`src/hdl/ptsd_pkg.sv`:
```
// Shared types, constants and helper functions of the pattern tile store decoder.
// No dependencies; used by the RTL modules other than ptsd_ram by scoped names.
package ptsd_pkg;

  localparam int STORE_BYTES = 8192;
  localparam int TILE_BYTES  = 16;
  localparam int TILE_COUNT  = STORE_BYTES / TILE_BYTES;
  localparam int ADDR_W      = 13;
  localparam int TILE_W      = 9;
  localparam int BYTE_W      = 8;
  localparam int PLANE_W     = 64;
  localparam int STRIPE_W    = 16;
  localparam int BIT_AW      = $clog2(TILE_BYTES);
  localparam int ROW_TILES   = 16;
  localparam int DIRTY_ROWS  = TILE_COUNT / ROW_TILES;
  localparam int ROW_AW      = $clog2(DIRTY_ROWS);
  localparam int TBIT_AW     = $clog2(ROW_TILES);
  localparam int CNT_W       = $clog2(TILE_BYTES + 1);
  localparam int QUEUE_DEPTH = 2;
  localparam int QPTR_W      = $clog2(QUEUE_DEPTH);
  localparam int QCNT_W      = $clog2(QUEUE_DEPTH + 1);

  localparam logic [1:0] ACT_LOAD       = 2'd0;
  localparam logic [1:0] ACT_WRITE      = 2'd1;
  localparam logic [1:0] ACT_DECODE     = 2'd2;
  localparam logic [1:0] ACT_NEXT_DIRTY = 2'd3;

  typedef enum logic [2:0] {
    OP_LOAD,
    OP_WRITE,
    OP_DROP,
    OP_DECODE,
    OP_SCAN
  } op_t;

  typedef struct packed {
    logic [1:0]        action;
    logic [ADDR_W-1:0] address;
    logic [BYTE_W-1:0] value;
    logic [TILE_W-1:0] tile_index;
  } in_item_t;

  typedef struct packed {
    logic               tile_valid;
    logic [TILE_W-1:0]  tile_number;
    logic [PLANE_W-1:0] plane_low_rows;
    logic [PLANE_W-1:0] plane_high_rows;
    logic [PLANE_W-1:0] pixel_rows_first_half;
    logic [PLANE_W-1:0] pixel_rows_second_half;
    logic [BYTE_W-1:0]  tile_hash;
    logic               write_taken;
  } out_result_t;

  typedef struct packed {
    op_t               op;
    logic [ADDR_W-1:0] address;
    logic [BYTE_W-1:0] value;
    logic [TILE_W-1:0] tile;
  } cmd_t;

  typedef struct packed {
    logic valid;
    cmd_t cmd;
  } queue_head_t;

  localparam out_result_t RESULT_NONE = '0;

  function automatic logic [STRIPE_W-1:0] interleave_row(input logic [BYTE_W-1:0] lo,
                                                         input logic [BYTE_W-1:0] hi);
    logic [STRIPE_W-1:0] s;
    s = '0;
    for (int j = 0; j < BYTE_W; j++) begin
      s[2*j]   = lo[j];
      s[2*j+1] = hi[j];
    end
    return s;
  endfunction

  function automatic logic [ROW_AW-1:0] lowest_row(input logic [DIRTY_ROWS-1:0] v);
    logic [ROW_AW-1:0] idx;
    idx = '0;
    for (int i = DIRTY_ROWS - 1; i >= 0; i--) begin
      if (v[i]) idx = ROW_AW'(i);
    end
    return idx;
  endfunction

  function automatic logic [TBIT_AW-1:0] lowest_tile(input logic [ROW_TILES-1:0] v);
    logic [TBIT_AW-1:0] idx;
    idx = '0;
    for (int i = ROW_TILES - 1; i >= 0; i--) begin
      if (v[i]) idx = TBIT_AW'(i);
    end
    return idx;
  endfunction

  function automatic out_result_t make_tile_result(input logic [TILE_W-1:0]  tile,
                                                   input logic [PLANE_W-1:0] p0,
                                                   input logic [PLANE_W-1:0] p1,
                                                   input logic [BYTE_W-1:0]  hash);
    out_result_t r;
    r = RESULT_NONE;
    r.tile_valid      = 1'b1;
    r.tile_number     = tile;
    r.plane_low_rows  = p0;
    r.plane_high_rows = p1;
    r.tile_hash       = hash;
    for (int i = 0; i < 4; i++) begin
      r.pixel_rows_first_half[STRIPE_W*i +: STRIPE_W] =
        interleave_row(p0[PLANE_W-1-BYTE_W*i -: BYTE_W], p1[PLANE_W-1-BYTE_W*i -: BYTE_W]);
      r.pixel_rows_second_half[STRIPE_W*i +: STRIPE_W] =
        interleave_row(p0[PLANE_W/2-1-BYTE_W*i -: BYTE_W],
                       p1[PLANE_W/2-1-BYTE_W*i -: BYTE_W]);
    end
    return r;
  endfunction

endpackage

```
`src/hdl/ptsd_front.sv`:
```
// Front end: accepts commands, classifies them against the ROM flag, queues them.
// Depends on ptsd_pkg.
module ptsd_front (
  input  logic                  clk,
  input  logic                  rst_n,
  input  logic                  start,
  input  ptsd_pkg::in_item_t    in_item,
  output logic                  busy,
  input  logic                  cfg_we,
  input  logic                  cfg_wdata,
  output ptsd_pkg::queue_head_t head,
  input  logic                  pop
);

  logic                            rom_r;
  ptsd_pkg::cmd_t                  slots_r [ptsd_pkg::QUEUE_DEPTH];
  logic [ptsd_pkg::QPTR_W-1:0]     wr_ptr_r;
  logic [ptsd_pkg::QPTR_W-1:0]     rd_ptr_r;
  logic [ptsd_pkg::QCNT_W-1:0]     count_r;
  logic                            full;
  logic                            push;
  logic                            do_pop;
  ptsd_pkg::cmd_t                  cmd;

  assign full   = count_r == ptsd_pkg::QCNT_W'(ptsd_pkg::QUEUE_DEPTH);
  assign busy   = !rst_n || full;
  assign push   = start && !busy;
  assign do_pop = pop && (count_r != '0);

  always_comb begin
    cmd.address = in_item.address;
    cmd.value   = in_item.value;
    cmd.tile    = (in_item.action == ptsd_pkg::ACT_DECODE) ? in_item.tile_index :
                  in_item.address[ptsd_pkg::ADDR_W-1 -: ptsd_pkg::TILE_W];
    case (in_item.action)
      ptsd_pkg::ACT_LOAD:   cmd.op = ptsd_pkg::OP_LOAD;
      ptsd_pkg::ACT_WRITE:  cmd.op = rom_r ? ptsd_pkg::OP_DROP : ptsd_pkg::OP_WRITE;
      ptsd_pkg::ACT_DECODE: cmd.op = ptsd_pkg::OP_DECODE;
      default:              cmd.op = rom_r ? ptsd_pkg::OP_DROP : ptsd_pkg::OP_SCAN;
    endcase
  end

  always_ff @(posedge clk) begin
    if (!rst_n) begin
      rom_r    <= 1'b0;
      wr_ptr_r <= '0;
      rd_ptr_r <= '0;
      count_r  <= '0;
    end else begin
      if (cfg_we) begin
        rom_r <= cfg_wdata;
      end
      if (push) begin
        slots_r[wr_ptr_r] <= cmd;
        wr_ptr_r <= (wr_ptr_r == ptsd_pkg::QPTR_W'(ptsd_pkg::QUEUE_DEPTH - 1)) ? '0 :
                    wr_ptr_r + 1'b1;
      end
      if (do_pop) begin
        rd_ptr_r <= (rd_ptr_r == ptsd_pkg::QPTR_W'(ptsd_pkg::QUEUE_DEPTH - 1)) ? '0 :
                    rd_ptr_r + 1'b1;
      end
      if (push && !do_pop) begin
        count_r <= count_r + 1'b1;
      end else if (do_pop && !push) begin
        count_r <= count_r - 1'b1;
      end
    end
  end

  assign head.valid = count_r != '0;
  assign head.cmd   = slots_r[rd_ptr_r];

endmodule

```
`config.mk`:
```
export PLATFORM = sky130hd
export DESIGN_NAME = ptsd_front
export DESIGN_NICKNAME = d
export VERILOG_FILES = /design/src/hdl/ptsd_pkg.sv /design/src/hdl/ptsd_front.sv
export SDC_FILE = /design/constraint.sdc
export NUM_CORES = 1
export LEC_CHECK = 0
export BUFFER_PORTS_ARGS = -buffer_cell sky130_fd_sc_hd__buf_2
export CAP_MARGIN = 20
export CORE_ASPECT_RATIO = 1.75
export CORE_UTILIZATION = 50
export CTS_BUF_LIST = sky130_fd_sc_hd__clkbuf_4
export DETAILED_ROUTE_END_ITERATION = 10
export GPL_TIMING_DRIVEN = 0
export PLACE_DENSITY = 0.76
export SLEW_MARGIN = 25
export SYNTH_ARGS = -nofsm -noshare
export SYNTH_HDL_FRONTEND = slang
export SYNTH_SLANG_ARGS = --single-unit
```
`constraint.sdc`:
```
create_clock -name clk -period 3.69 [get_ports clk]
set_input_delay 0.369 -clock clk [delete_from_list [all_inputs] [get_ports clk]]
set_output_delay 0.369 -clock clk [all_outputs]
set_load 0.01 [all_outputs]
```
==> reports/results.tsv <==
metric	value	unit
synthXorXnorAreaFrac	0.009388	
grt-ovfl-total	0	
drive_gt1_frac	0.5851	
path_common_cell	buf_2	
cts-root-buf	clkbuf_4	
n_antenna_cell	0	
hold_viol	0	
path_depth	4	
synth_nets	187	
cts_sinks	72	
period_minus_slack	2.038	ns
finalSetupTns	0	ns
grt_pass1_vias	1613	
yosys.area_share.simple	0.03800	
synth_most_common_cell	edfxtp_1	
wirelength	4757	um
path_clk_slew	0.11	ns
syn_avg_cell_area	18.91	um2
tightest_slew	0.4620	ns
ys_types	24	
required	3.32	ns
vias	1564	
max_freq	490.7	MHz
cts_made_buffers	9	
cts_max_level	3	
clock_skew	0.004565	ns
status	finished clean	
hpwl	3405	um
vdd_ir_drop_max	0.4528	mV
grt_max_degree	19	
drcViolationCount	0	
synth_warnings	0	
slowest_delay	0.37	ns
die-area	5913	um2
yosys-top-cells-count	edfxtp_1 (66), mux2_2 (42), dfxtp_1 (6), and2_1 (4), buf_2 (4)	
synth_edf_count	66	
clock_latency	0.39	ns
yosys.area.top_type	edfxtp_1	
path_buf_inv	3	
synth_fa_ha_area_frac	0.004470	
drt_iter0_markers	36	
p_leak	1.334	nW
fp.dieH	101.0	um
synth.area.mux_share	0.1726	
synthCells	148	
hp-class	in -> reg	
slew-limit-headroom	0.6920	
async_reset_ff_frac	0	
wire_per_inst	15.10	um
ctsResizeCount	0	
synth_compound_area_frac	0.01341	
cellPowerDensity	603.8	nW/um2
antenna_found_initial	0	
io_pins	73	
synth_top_family_by_area	multiplexers	
critPathTopFamily	buffers and inverters	
path_cells	buf_2 -> buf_2 -> mux2_2 -> buf_2	
hold_buffers	0	
dieWidth	58.56	um
tritoncts	built	
drtPass1Iterations	4	
finalSetupViolCount	0	
cp-start-kind	register	
r2r_cells	4	
crit_path_end_kind	output port	
min_period_over_period	0.5523	
ant_nets	0	
cp_slowest_cell	mux2_2	
endpoint	head[25]	
track_usage	0.1783	
start_util	0.5239	
cts_setup_buffers	0	
fin_util	0.6499	
clock_path_buffers	2	
cp.arrival	1.67	ns
areaGrowthSynthToFinish	24.05	%
final_nets	275	
portBuffers	72	
holdWs	0.1531	ns
core_area	5343	um2
grt_pass1_wl	7279	um
synth_flop_cell	edfxtp_1	
synth_seq_cells	72	
synth_top_area_share	0.7081	
finalMaxSlewViolations	0	
viasPerCell	4.965	
yosysSeqAreaShare	0.7510	
critical_path.max_fanout	10	
rsz0062_at_grt	false	
path_class	reg -> out	
drv_cap	0	
synth_area_leaders	edfxtp_1 (71%), mux2_2 (17%), dfxtp_1 (4.3%)	
globalplace.congestion	0.6828	
r2r-end	slots_r[1][15]$_DFFE_PP_	
num_rows	35	
rr_startpoint	count_r[0]$_SDFFE_PN0P_	
r2r_slack	1.94	ns
syn_area	2799	um2
==> report_power, final <==
group          switching [mW]  internal (mW)  total [mW]  leakage (nW)
Sequential             0.0322          0.982        1.01         0.655
Combinational           0.271          0.282       0.553         0.596
Clock                   0.260          0.270       0.529        0.0828
Total                   0.563           1.53        2.10          1.33
==> cells in the final DEF, fill, tap and decap left out, drive strengths merged <==
master,n
buf,82
edfxtp,66
mux2,42
clkbuf,9
dfxtp,6
and2,4
clkinv,4
nor2b,3
o21ai,3
or2,2
xnor2,2
or3,2
a21boi,2
bufinv,2
inv,2
nand2b,1
and3,1
and3b,1
nand2,1
nor3b,1
a21o,1
nor3,1
mux2i,1
xor2,1
ha,1
==> how the worst min path moves through the flow <==
stage | start | endpoint | depth (start not counted)
2_1_floorplan | wr_ptr_r$_SDFFE_PN0P_ | wr_ptr_r$_SDFFE_PN0P_ | 2
3_3_place_gp | wr_ptr_r$_SDFFE_PN0P_ | wr_ptr_r$_SDFFE_PN0P_ | 2
3_5_place_dp | wr_ptr_r$_SDFFE_PN0P_ | wr_ptr_r$_SDFFE_PN0P_ | 2
4_1_cts | in_item[17] | slots_r[1][17]$_DFFE_PP_ | 1
5_1_grt | in_item[14] | slots_r[0][14]$_DFFE_PP_ | 1
6_report | in_item[17] | slots_r[1][17]$_DFFE_PP_ | 1
==> registers in the layout (all words and copies together), names as in the netlist, named ones only <==
| register | count |
|---|---|
| wr_ptr_r | 1 |
| rom_r | 1 |
| count_r | 2 |
| slots_r | 66 |
| rd_ptr_r | 1 |
==> kinds of logic after synthesis <==
| group | after synthesis |
|---|---|
| adder cells (fa/ha/maj) | 1 |
| XOR/XNOR | 3 |
| AND/OR/NAND/NOR | 17 |
| multiplexers | 43 |
| AO/OA/AOI/OAI | 6 |
| buffers and inverters | 6 |
| flip-flops | 72 |
==> worst reg2reg max path, delay by kind of cell, from the launching register on <==
family | cells | cell delay, ns
buffers and inverters | 1 | 0.22
flip-flops | 1 | 0.46
AND/OR/NAND/NOR | 3 | 0.79
==> cell type report <==
type,count,area (um2)
clock inverter,7,85.08
buffer,5,27.53
tap,74,92.59
timing repair buffer,77,421.7
fill,446,1871
multi-input combinational,70,671.9
inverter,1,3.754
clock buffer,9,67.56
sequential,72,2102
==> stage by stage <==
stage	instances	worst slack (ns)	power [mW]	instance area [um2]
after floorplan	148	0.3089	1.384	2799
after global placement	294	-1.008	1.570	3252
after detailed placement	299	1.933	1.596	3319
after CTS	315	1.600	2.121	3472
after global routing	315	1.539	2.198	3472
final	315	1.652	2.097	3472
==> per-layer routing <==
metal  global-route usage  routed length (um)  up-vias
met4               0.1245                 104        0
met3              0.03594                 182        9
met5                    0                   0        -
met1               0.1778                1783      757
met2               0.3192                2687       45
li1                     -                   -      753
No activity file was read; power rests on OpenSTA's default activity.
